`src/hsv2rgb_pkg.sv`:
```
`timescale 1ns / 1ps

package hsv2rgb_pkg;

    // Default number of fraction bits kept for the hue fraction.
    localparam int FRAC_BITS_DEF = 16;

    // Full scale of saturation and brightness (1.0).
    localparam logic [15:0] UNIT16 = 16'hFFFF;

    // Channel divisor after the 2^FRAC_BITS shift: 257 * 65535.
    localparam logic [32:0] KDIV = 33'd16842495;

    // floor(2^40 / KDIV): reciprocal for the quotient estimate.
    localparam logic [15:0] RECIP = 16'd65281;

    // Hue sectors, one per sixth of a turn.
    typedef enum logic [2:0] {
        SECT_R_Y = 3'd0,
        SECT_Y_G = 3'd1,
        SECT_G_C = 3'd2,
        SECT_C_B = 3'd3,
        SECT_B_M = 3'd4,
        SECT_M_R = 3'd5
    } sector_t;

endpackage

```
`src/hsv2rgb_hsv_if.sv`:
```
`timescale 1ns / 1ps

interface hsv2rgb_hsv_if;
    logic        valid;
    logic        ready;
    logic [15:0] hue;
    logic [15:0] saturation;
    logic [15:0] brightness;

    modport source (output valid, output hue, output saturation, output brightness,
                    input ready);
    modport sink   (input valid, input hue, input saturation, input brightness,
                    output ready);
endinterface

```
`src/hsv2rgb_rgb_if.sv`:
```
`timescale 1ns / 1ps

interface hsv2rgb_rgb_if;
    logic       valid;
    logic       ready;
    logic [7:0] red;
    logic [7:0] green;
    logic [7:0] blue;

    modport source (output valid, output red, output green, output blue, input ready);
    modport sink   (input valid, input red, input green, input blue, output ready);
endinterface

```
`src/hsv_to_rgb_converter_top.sv`:
```
`timescale 1ns / 1ps

// HSV to RGB converter. Takes one HSV pixel (16-bit hue as a fraction of a
// turn, 16-bit saturation and brightness with 65535 as full scale) and returns
// one 8-bit RGB pixel, each channel rounded to nearest with halves up. The
// datapath is a five-stage pipeline: a request is accepted every clock while
// the output is not stalled. Each stage holds its own valid bit, so
// back-pressure on rgb only stops the stages that are full; hsv.ready drops
// only when all five stages hold a pixel and the output is not taken.
// FRAC_BITS (8..24) sets the precision of the hue fraction and the width of
// the multipliers in stages two and three.
module hsv_to_rgb_converter_top #(
    parameter int FRAC_BITS = hsv2rgb_pkg::FRAC_BITS_DEF
) (
    input  logic                 clk,
    input  logic                 rst_n,
    hsv2rgb_hsv_if.sink          hsv,
    hsv2rgb_rgb_if.source        rgb
);

    localparam int LANES  = 3;
    localparam int LANE_V = 0;
    localparam int LANE_M = 1;
    localparam int LANE_X = 2;
    localparam int TW     = 16 + FRAC_BITS;   // width of the channel factor
    localparam int AW     = 33 + FRAC_BITS;   // width of factor * brightness + rounding

    localparam logic [FRAC_BITS:0] ONE_G    = (FRAC_BITS + 1)'(1) << FRAC_BITS;
    localparam logic [TW-1:0]      T_FULL   = {hsv2rgb_pkg::UNIT16, {FRAC_BITS{1'b0}}};
    localparam logic [AW-1:0]      ROUND_C  = AW'(hsv2rgb_pkg::KDIV) << (FRAC_BITS - 1);
    localparam logic [33:0]        KDIV2    = {hsv2rgb_pkg::KDIV, 1'b0};

    // stage valid bits and per-stage advance
    logic [5:1] valid_reg;
    logic [5:1] adv;

    always_comb
    begin
        adv[5] = !valid_reg[5] || rgb.ready;
        for (int k = 4; k >= 1; k--)
        begin
            adv[k] = !valid_reg[k] || adv[k+1];
        end
    end

    assign hsv.ready = adv[1];

    always_ff @(posedge clk or negedge rst_n)
    begin
        if (!rst_n)
        begin
            valid_reg <= '0;
        end
        else
        begin
            if (adv[1])
            begin
                valid_reg[1] <= hsv.valid;
            end
            for (int k = 2; k <= 5; k++)
            begin
                if (adv[k])
                begin
                    valid_reg[k] <= valid_reg[k-1];
                end
            end
        end
    end

    // ---------------- stage 1: sector and fraction ----------------
    logic [18:0]          h6;
    logic [23:0]          w24;
    logic [FRAC_BITS-1:0] f0;
    logic [FRAC_BITS:0]   g0;
    hsv2rgb_pkg::sector_t sect0;

    assign h6    = {3'b000, hsv.hue} * 19'd6;
    assign w24   = {h6[15:0], 8'h00};
    assign f0    = w24[23 -: FRAC_BITS];
    assign sect0 = hsv2rgb_pkg::sector_t'(h6[18:16]);
    // odd sectors fall with f, even sectors rise
    assign g0    = h6[16] ? {1'b0, f0} : (ONE_G - {1'b0, f0});

    hsv2rgb_pkg::sector_t sect1_reg;
    logic [FRAC_BITS:0]   g1_reg;
    logic [15:0]          sat1_reg;
    logic [15:0]          val1_reg;

    always_ff @(posedge clk)
    begin
        if (adv[1])
        begin
            sect1_reg <= sect0;
            g1_reg    <= g0;
            sat1_reg  <= hsv.saturation;
            val1_reg  <= hsv.brightness;
        end
    end

    // ---------------- stage 2: channel factors ----------------
    logic [TW:0]   sg1;
    logic [TW-1:0] t1 [LANES];

    assign sg1        = (TW + 1)'(sat1_reg) * (TW + 1)'(g1_reg);
    assign t1[LANE_V] = T_FULL;
    assign t1[LANE_M] = {hsv2rgb_pkg::UNIT16 - sat1_reg, {FRAC_BITS{1'b0}}};
    assign t1[LANE_X] = T_FULL - sg1[TW-1:0];

    hsv2rgb_pkg::sector_t sect2_reg;
    logic [15:0]          val2_reg;
    logic [TW-1:0]        t2_reg [LANES];

    always_ff @(posedge clk)
    begin
        if (adv[2])
        begin
            sect2_reg <= sect1_reg;
            val2_reg  <= val1_reg;
            for (int i = 0; i < LANES; i++)
            begin
                t2_reg[i] <= t1[i];
            end
        end
    end

    // ---------------- stage 3: scale by brightness, add half ----------------
    logic [AW-1:0] a2 [LANES];

    always_comb
    begin
        for (int i = 0; i < LANES; i++)
        begin
            a2[i] = AW'(val2_reg) * AW'(t2_reg[i]) + ROUND_C;
        end
    end

    hsv2rgb_pkg::sector_t sect3_reg;
    logic [32:0]          b3_reg [LANES];

    always_ff @(posedge clk)
    begin
        if (adv[3])
        begin
            sect3_reg <= sect2_reg;
            for (int i = 0; i < LANES; i++)
            begin
                b3_reg[i] <= a2[i][FRAC_BITS +: 33];
            end
        end
    end

    // ---------------- stage 4: quotient estimate ----------------
    logic [40:0] p3 [LANES];

    always_comb
    begin
        for (int i = 0; i < LANES; i++)
        begin
            p3[i] = 41'(b3_reg[i][32:8]) * 41'(hsv2rgb_pkg::RECIP);
        end
    end

    hsv2rgb_pkg::sector_t sect4_reg;
    logic [32:0]          b4_reg  [LANES];
    logic [7:0]           qe4_reg [LANES];

    always_ff @(posedge clk)
    begin
        if (adv[4])
        begin
            sect4_reg <= sect3_reg;
            for (int i = 0; i < LANES; i++)
            begin
                b4_reg[i]  <= b3_reg[i];
                qe4_reg[i] <= p3[i][39:32];
            end
        end
    end

    // ---------------- stage 5: correction, clamp, channel order ----------------
    logic [32:0] rem4  [LANES];
    logic [8:0]  q4    [LANES];
    logic [7:0]  byte4 [LANES];

    always_comb
    begin
        for (int i = 0; i < LANES; i++)
        begin
            rem4[i]  = b4_reg[i] - 33'(qe4_reg[i]) * hsv2rgb_pkg::KDIV;
            // estimate is low by at most one
            q4[i]    = {1'b0, qe4_reg[i]} + 9'(rem4[i] >= hsv2rgb_pkg::KDIV);
            byte4[i] = q4[i][8] ? 8'hFF : q4[i][7:0];
        end
    end

    logic [7:0] red_next;
    logic [7:0] green_next;
    logic [7:0] blue_next;

    always_comb
    begin
        unique case (sect4_reg)
            hsv2rgb_pkg::SECT_R_Y:
            begin
                red_next   = byte4[LANE_V];
                green_next = byte4[LANE_X];
                blue_next  = byte4[LANE_M];
            end
            hsv2rgb_pkg::SECT_Y_G:
            begin
                red_next   = byte4[LANE_X];
                green_next = byte4[LANE_V];
                blue_next  = byte4[LANE_M];
            end
            hsv2rgb_pkg::SECT_G_C:
            begin
                red_next   = byte4[LANE_M];
                green_next = byte4[LANE_V];
                blue_next  = byte4[LANE_X];
            end
            hsv2rgb_pkg::SECT_C_B:
            begin
                red_next   = byte4[LANE_M];
                green_next = byte4[LANE_X];
                blue_next  = byte4[LANE_V];
            end
            hsv2rgb_pkg::SECT_B_M:
            begin
                red_next   = byte4[LANE_X];
                green_next = byte4[LANE_M];
                blue_next  = byte4[LANE_V];
            end
            default:
            begin
                red_next   = byte4[LANE_V];
                green_next = byte4[LANE_M];
                blue_next  = byte4[LANE_X];
            end
        endcase
    end

    logic [7:0] red_reg;
    logic [7:0] green_reg;
    logic [7:0] blue_reg;

    always_ff @(posedge clk)
    begin
        if (adv[5])
        begin
            red_reg   <= red_next;
            green_reg <= green_next;
            blue_reg  <= blue_next;
        end
    end

    assign rgb.valid = valid_reg[5];
    assign rgb.red   = red_reg;
    assign rgb.green = green_reg;
    assign rgb.blue  = blue_reg;

`ifndef SYNTHESIS
    // reciprocal estimate for the X lane must be within one of the true quotient
    a_est_close: assert property (@(posedge clk) disable iff (!rst_n)
        valid_reg[4] |-> ({1'b0, rem4[LANE_X]} < KDIV2))
        else $error("quotient estimate off by more than one");

    // rounded channel never needs the clamp
    a_no_clamp: assert property (@(posedge clk) disable iff (!rst_n)
        valid_reg[4] |-> (q4[LANE_X][8] == 1'b0 && q4[LANE_M][8] == 1'b0
                          && q4[LANE_V][8] == 1'b0))
        else $error("channel quotient above 255");

    // input stalls only when every stage is full and the output is held
    a_stall_full: assert property (@(posedge clk) disable iff (!rst_n)
        !hsv.ready |-> (valid_reg == 5'b11111 && !rgb.ready))
        else $error("input stalled with a free stage");

    // a held result keeps its value until taken
    a_hold: assert property (@(posedge clk) disable iff (!rst_n)
        (rgb.valid && !rgb.ready) |=> (rgb.valid && $stable(red_reg)
                                       && $stable(green_reg) && $stable(blue_reg)))
        else $error("stalled result changed");
`endif

endmodule

```
`src/flat_wrapper.sv`:
```
// flat-port wrapper written by rule: the top's interface ports become plain ports
module hsv_to_rgb_converter_top_flat 
#(
    parameter int FRAC_BITS = hsv2rgb_pkg::FRAC_BITS_DEF
)
  (clk, rst_n, hsv_valid, hsv_hue, hsv_saturation, hsv_brightness, hsv_ready, rgb_valid, rgb_red, rgb_green, rgb_blue, rgb_ready);
  hsv2rgb_hsv_if hsv_i ();
  hsv2rgb_rgb_if rgb_i ();
  input  logic clk;
  input  logic rst_n;
  input wire logic [$bits(hsv_i.valid)-1:0] hsv_valid;
  input wire logic [$bits(hsv_i.hue)-1:0] hsv_hue;
  input wire logic [$bits(hsv_i.saturation)-1:0] hsv_saturation;
  input wire logic [$bits(hsv_i.brightness)-1:0] hsv_brightness;
  output wire logic [$bits(hsv_i.ready)-1:0] hsv_ready;
  output wire logic [$bits(rgb_i.valid)-1:0] rgb_valid;
  output wire logic [$bits(rgb_i.red)-1:0] rgb_red;
  output wire logic [$bits(rgb_i.green)-1:0] rgb_green;
  output wire logic [$bits(rgb_i.blue)-1:0] rgb_blue;
  input wire logic [$bits(rgb_i.ready)-1:0] rgb_ready;
  assign hsv_i.valid = hsv_valid;
  assign hsv_i.hue = hsv_hue;
  assign hsv_i.saturation = hsv_saturation;
  assign hsv_i.brightness = hsv_brightness;
  assign hsv_ready = hsv_i.ready;
  assign rgb_valid = rgb_i.valid;
  assign rgb_red = rgb_i.red;
  assign rgb_green = rgb_i.green;
  assign rgb_blue = rgb_i.blue;
  assign rgb_i.ready = rgb_ready;
  hsv_to_rgb_converter_top #(.FRAC_BITS(FRAC_BITS)) u_core (.clk(clk), .rst_n(rst_n), .hsv(hsv_i), .rgb(rgb_i));
endmodule
```
`config.mk`:
```
export PLATFORM = sky130hd
export DESIGN_NAME = hsv_to_rgb_converter_top_flat
export DESIGN_NICKNAME = d
export VERILOG_FILES = /design/src/hsv2rgb_pkg.sv /design/src/hsv2rgb_hsv_if.sv /design/src/hsv2rgb_rgb_if.sv /design/src/hsv_to_rgb_converter_top.sv /design/src/flat_wrapper.sv
export SDC_FILE = /design/constraint.sdc
export NUM_CORES = 2
export LEC_CHECK = 0
export ABC_AREA = 1
export BUFFER_PORTS_ARGS = -buffer_cell sky130_fd_sc_hd__buf_2
export CORE_MARGIN = 4
export CORE_UTILIZATION = 35
export CTS_BUF_LIST = sky130_fd_sc_hd__clkbuf_2
export CTS_CLUSTER_DIAMETER = 150
export CTS_CLUSTER_SIZE = 30
export DETAILED_ROUTE_END_ITERATION = 6
export MAX_ROUTING_LAYER = met4
export PLACE_DENSITY_LB_ADDON = 0.08
export SLEW_MARGIN = 0
export SYNTH_ARGS = -nofsm -noshare
export SYNTH_HDL_FRONTEND = slang
export SYNTH_SLANG_ARGS = --single-unit
```
`constraint.sdc`:
```
create_clock -name clk -period 12.94 [get_ports clk]
set_input_delay 2.588 -clock clk [delete_from_list [all_inputs] [get_ports clk]]
set_output_delay 2.588 -clock clk [all_outputs]
set_load 0.01 [all_outputs]
```
# Word-level counts from Yosys, hierarchy flattened
# Memory sizes are Yosys's and may differ from the RTL's.
# Index checks and enable logic that the tools add are counted.
# Widths: inputs -> output; s select.
[totals]
ff_bits = 106
latch_bits = 0
ramBits = 318
romBits = 0
in_bits = 52
out_inout_bits = 26
elab_cells = 81
n_memories = 4
[classes]
addsub = 12
mul = 11
div = 0
order_cmp = 3
n_eq_ne = 4
shift = 0
mux = 13
bitwise = 0
n_reduce_logical = 17
[memory_table]
columns = ["memory", "depth", "word_bits", "rd", "rd_clocked_by_memory_dff", "write_ports", "line_no", "rtl"]
rows = [
  ["u_core.b3_reg", 3, 33, 3, 0, 3, "hsv_to_rgb_converter_top.sv:138", "logic [32:0] b3_reg [LANES];"],
  ["u_core.b4_reg", 3, 33, 3, 0, 3, "hsv_to_rgb_converter_top.sv:164", "logic [32:0] b4_reg [LANES];"],
  ["u_core.t2_reg", 3, 32, 3, 0, 3, "hsv_to_rgb_converter_top.sv:111", "logic [TW-1:0] t2_reg [LANES];"],
  ["u_core.qe4_reg", 3, 8, 3, 0, 3, "hsv_to_rgb_converter_top.sv:165", "logic [7:0] qe4_reg [LANES];"],
]
[op_table]
columns = ["operator", "n"]
rows = [
  ["$add 48x40->49 const B", 3],
  ["$mul 16x32->48", 3],
  ["$mul 25x16->40 const B", 3],
  ["$ge 33x25->1 const B", 3],
  ["$mul 8x25->33 const B", 3],
  ["$sub 33x33->33", 3],
  ["$pmux 8 s2", 3],
  ["$mul 16x17->32", 1],
  ["$sub 32x32->32 const A", 1],
  ["$add 8x1->9", 3],
  ["$mux 8", 3],
  ["$mul 16x2->18 const B", 1],
  ["$sub 17x16->17 const A", 1],
  ["$mux 16", 1],
  ["$sub 16x16->16 const A", 1],
  ["$reduce_or 2->1", 6],
  ["$eq 3x2->1 const B", 2],
  ["$mux 1", 6],
  ["$logic_not 1->1", 5],
  ["$logic_or 1x1->1", 5],
  ["$eq 3x1->1 const B", 1],
  ["$eq 3x3->1 const B", 1],
  ["$logic_not 3->1", 1],
]

# Depth between registers and ports, before layout
[logic_depth]
word_depth = 7
depth_mapped = 35
mapped_depth_nobuf = 35

# Least setup slack after synthesis
# OpenSTA, ideal clock, no wires.
[synth_timing]
path_kind = "in2out"
from = "in rgb_ready"
to = "out hsv_ready"
arrival_ns = 9.355
t_required_ns = 10.352
setup_slack_ns = 0.997
stages = 8
path_buffers = 0
cell_sequence = "nor2_1 -> inv_1 -> nor2_1 -> inv_1 -> nor2_1 -> inv_1 -> nor2_1 -> nand2_1"
[synth_between]
elab_chain_cells = 5
[synth_rtl]
columns = ["item", "line_no", "rtl"]
rows = [
  ["start, declared", "flat_wrapper.sv:20", "input wire logic [$bits(rgb_i.ready)-1:0] rgb_ready;"],
  ["$logic_or 1x1->1", "hsv_to_rgb_converter_top.sv:39", "adv[5] = !valid_reg[5] || rgb.ready;"],
  ["named net u_core.adv, one bit", "hsv_to_rgb_converter_top.sv:35", "logic [5:1] adv;"],
  ["$logic_or 1x1->1", "hsv_to_rgb_converter_top.sv:42", "adv[k] = !valid_reg[k] || adv[k+1];"],
  ["named net u_core.adv, one bit", "hsv_to_rgb_converter_top.sv:35", ""],
  ["$logic_or 1x1->1", "hsv_to_rgb_converter_top.sv:42", ""],
  ["named net u_core.adv, one bit", "hsv_to_rgb_converter_top.sv:35", ""],
  ["$logic_or 1x1->1 (2 in series)", "hsv_to_rgb_converter_top.sv:42", ""],
  ["end, declared", "flat_wrapper.sv:15", "output wire logic [$bits(hsv_i.ready)-1:0] hsv_ready;"],
]
# The timed path passes the listed nets, and every way through them passes these cells.

# Worst setup path after layout
# Ends and elaborated chain as after synthesis.

==> run_results.csv <==
group,metric,value,unit
run_status,status,"completed",
floorplan,io_pins,78,
global_route,grt_usage,19.71,%
critical_path,r2r.worst_path.cells,30,
floorplan,die_w,503.8,um
routing,drtIter0Drc,3260,
logic_synthesis,synth-simple-area-share,15.12,%
global_route,grt_max_degree,72,
final_layout,layout-drive-gt1-share,2.237,%
floorplan,die_h,503.8,um
final_layout,final_core_util,37.08,%
job,maxCapViolations,0,
logic_synthesis,yosys.cell_types.count,57,
sta,layout_setup_ws,4.682,ns
global_route,first_global_vias,68030,
placement,dp_hpwl,202400,um
clocking,tritoncts,"done",
final_layout,nets,12840,
logic_synthesis,synth_fa_ha_area_share,51.24,%
worst_hold_path,hold_path_depth,0,
global_route,grt_pass1_wl,385800,um
sta,hold_viol_final,0,
sta,post-route-period-util,63.82,%
critical_path,start_kind,"input pin",
logic_synthesis,synth_common_cells,"inv_1, nand2_1, fa_1",
logic_synthesis,yosysTopAreaCell,"fa_1",
routing,viasPerCell,4.682,
routing,wl_met1,120900,um
placement,dp_slack,4.557,ns
routing,wire_per_inst,17.82,um
sta,finalMaxSlewViolations,0,
logic_synthesis,netlist_instances,10260,
logic_synthesis,synth_xor_area_share,2.208,%
routing,drc,0,
critical_path,critPathCaptureType,"output port",
clocking,path_clk_slew,0.58,ns
clocking,ctsResizeCount,0,
final_layout,syn_to_final_growth,5.151,%
clocking,cts_root_buffer,"clkbuf_2",
floorplan,die_area,253800,um^2
clocking,cts_made_buffers,26,
placement,io_buffers,77,
logic_synthesis,synth_top_family_by_area,"adder cells",
critical_path,crit_fanout,71,
critical_path,crit_type,"input pin to output port",
logic_synthesis,syn_avg_cell_area,8.381,um^2
critical_path,cp.arrival,5.67,ns
sta,relSlewSlack,33.00,%
logic_synthesis,ys_seq_area_share,13.03,%
critical_path,reg2reg_setup_slack,5.62,ns
routing,top_layer_used,"met4",
sta,tightest_slew,1.005,ns
clocking,clock_path_buffers,3,
logic_synthesis,synth.top_cell.area_share,35.14,%
critical_path,cp.required,10.35,ns
clocking,cts_hold_buf,0,
routing,vias,62750,
logic_synthesis,synth_seq_cells,374,
sta,setup_violations,0,
worst_hold_path,hold_class,"flip-flop to flip-flop",
logic_synthesis,synthMuxAreaShare,0,%
final_layout,nFillCells,25480,
floorplan,core-area,243900,um^2
logic_synthesis,yosysWarnings,0,
logic_synthesis,synth_nets,12930,
sta,finalSetupTns,0,ns
floorplan,start_util,35.27,%
logic_synthesis,yosysMostFrequentCell,"inv_1",
routing,totalWireLength,238900,um
sta,rsz0062_at_grt,"no",
sta,finalClockSkew,0.2461,ns
logic_synthesis,synth.area.top_cells,"fa_1, ha_1, edfxtp_1",
clocking,clock_latency,1.66,ns
routing,dr_wl_met2,104600,um
clocking,postCtsSetupBuffers,0,
routing,wl_met3,8944,um
logic_synthesis,synth_ff_type,"edfxtp_1",
floorplan,row_count,181,
sta,hold_ws,0.4310,ns
logic_synthesis,syn_area,86020,um^2
sta,max_freq,121.1,MHz
logic_synthesis,async_flop_share,1.337,%
placement,place_congestion,0.8619,
global_route,antenna_found_initial,4,
logic_synthesis,synth-edff-count,369,
routing,ant_nets,0,
routing,dr.pass1.iters,6,
sta,period_minus_slack,8.258,ns
logic_synthesis,synth_compound_area_share,4.797,%
global_route,grt-ovfl-total,0,
clocking,h-tree-depth,1,
clocking,cts.sinks,374,
==> worst paths after layout <==
path,from,end
setup / recovery,rgb_ready,hsv_ready
hold / removal,u_core.sect2_reg[0]$_DFFE_PP_,u_core.sect3_reg[0]$_DFFE_PP_
setup reg to reg,u_core.qe4_reg[0][0]$_DFFE_PP_,u_core.rgb.green[6]$_DFFE_PP_
hold reg to reg,u_core.sect2_reg[0]$_DFFE_PP_,u_core.sect3_reg[0]$_DFFE_PP_
max in group asynchronous,rst_n,u_core.valid_reg[3]$_DFFE_PN0P_
min in group asynchronous,rst_n,u_core.valid_reg[2]$_DFFE_PN0P_
==> placed cells by master (no fill, tap or decap), types with 17 or more instances in the layout <==
cell      synthesis  final
o21a_1           21     21
xor2_1          136    136
inv_1          2865   2862
buf_2             1     77
nand3_1         274    274
a31oi_1          44     44
o21ai_0         169    169
nand4_1          69     69
buf_4             1     44
xnor2_1          79     79
clkbuf_2          0     27
o21bai_1         37     37
nor3_1           60     60
nor2_1          445    445
nand2_1        2288   2287
a21oi_1         327    327
a21o_1           53     53
nand3b_1         28     28
ha_1           1107   1107
fa_1           1510   1510
nor4_1           17     17
edfxtp_1        369    369
==> per-stage QoR <==
stage / cells / cell area [um^2]
4_1_cts: 13390 / 90420
3_5_place_dp: 13350 / 89880
3_3_place_gp: 13350 / 89880
5_1_grt: 13400 / 90450
2_1_floorplan: 10260 / 86020
6_report: 13400 / 90450
==> area by class of cell <==
class | count | area [um^2] | share of cell area, %
Inverter | 2872 | 10790 | 11.93
Multi-Input combinational cell | 6775 | 63120 | 69.78
Clock inverter | 19 | 410.4 | 0.4537
Antenna cell | 11 | 27.53 | 0.03043
Tap cell | 3202 | 4006 | 4.429
Sequential cell | 374 | 11210 | 12.39
Timing Repair Buffer | 123 | 755.7 | 0.8355
Clock buffer | 27 | 135.1 | 0.1494
==> cells by family after synthesis <==
kind of cell,Yosys count
AO/OA/AOI/OAI,719
XOR/XNOR,216
adder cells (fa/ha/maj),2617
buffers and inverters,3114
flip-flops,374
AND/OR/NAND/NOR,3223
==> layer usage <==
layer | global-route usage, % | vias up
met5 | - | -
met4 | 3.056 | 0
met3 | 2.070 | 164
met2 | 30.26 | 980
met1 | 28.66 | 31170
li1 | - | 30440
==> worst max-delay path, stage by stage <==
cell	delay (ns)
buf_2	0.08
nor2_1	0.03
inv_1	0.68
nor2_1	0.30
inv_6	0.53
nor2_1	0.22
inv_4	0.51
nor2_1	0.22
nand2_4	0.24
buf_2	0.18
Power is left out: the tool's default activity adds up to more than one toggle a clock period on the data nets, which glitch-free logic cannot reach.
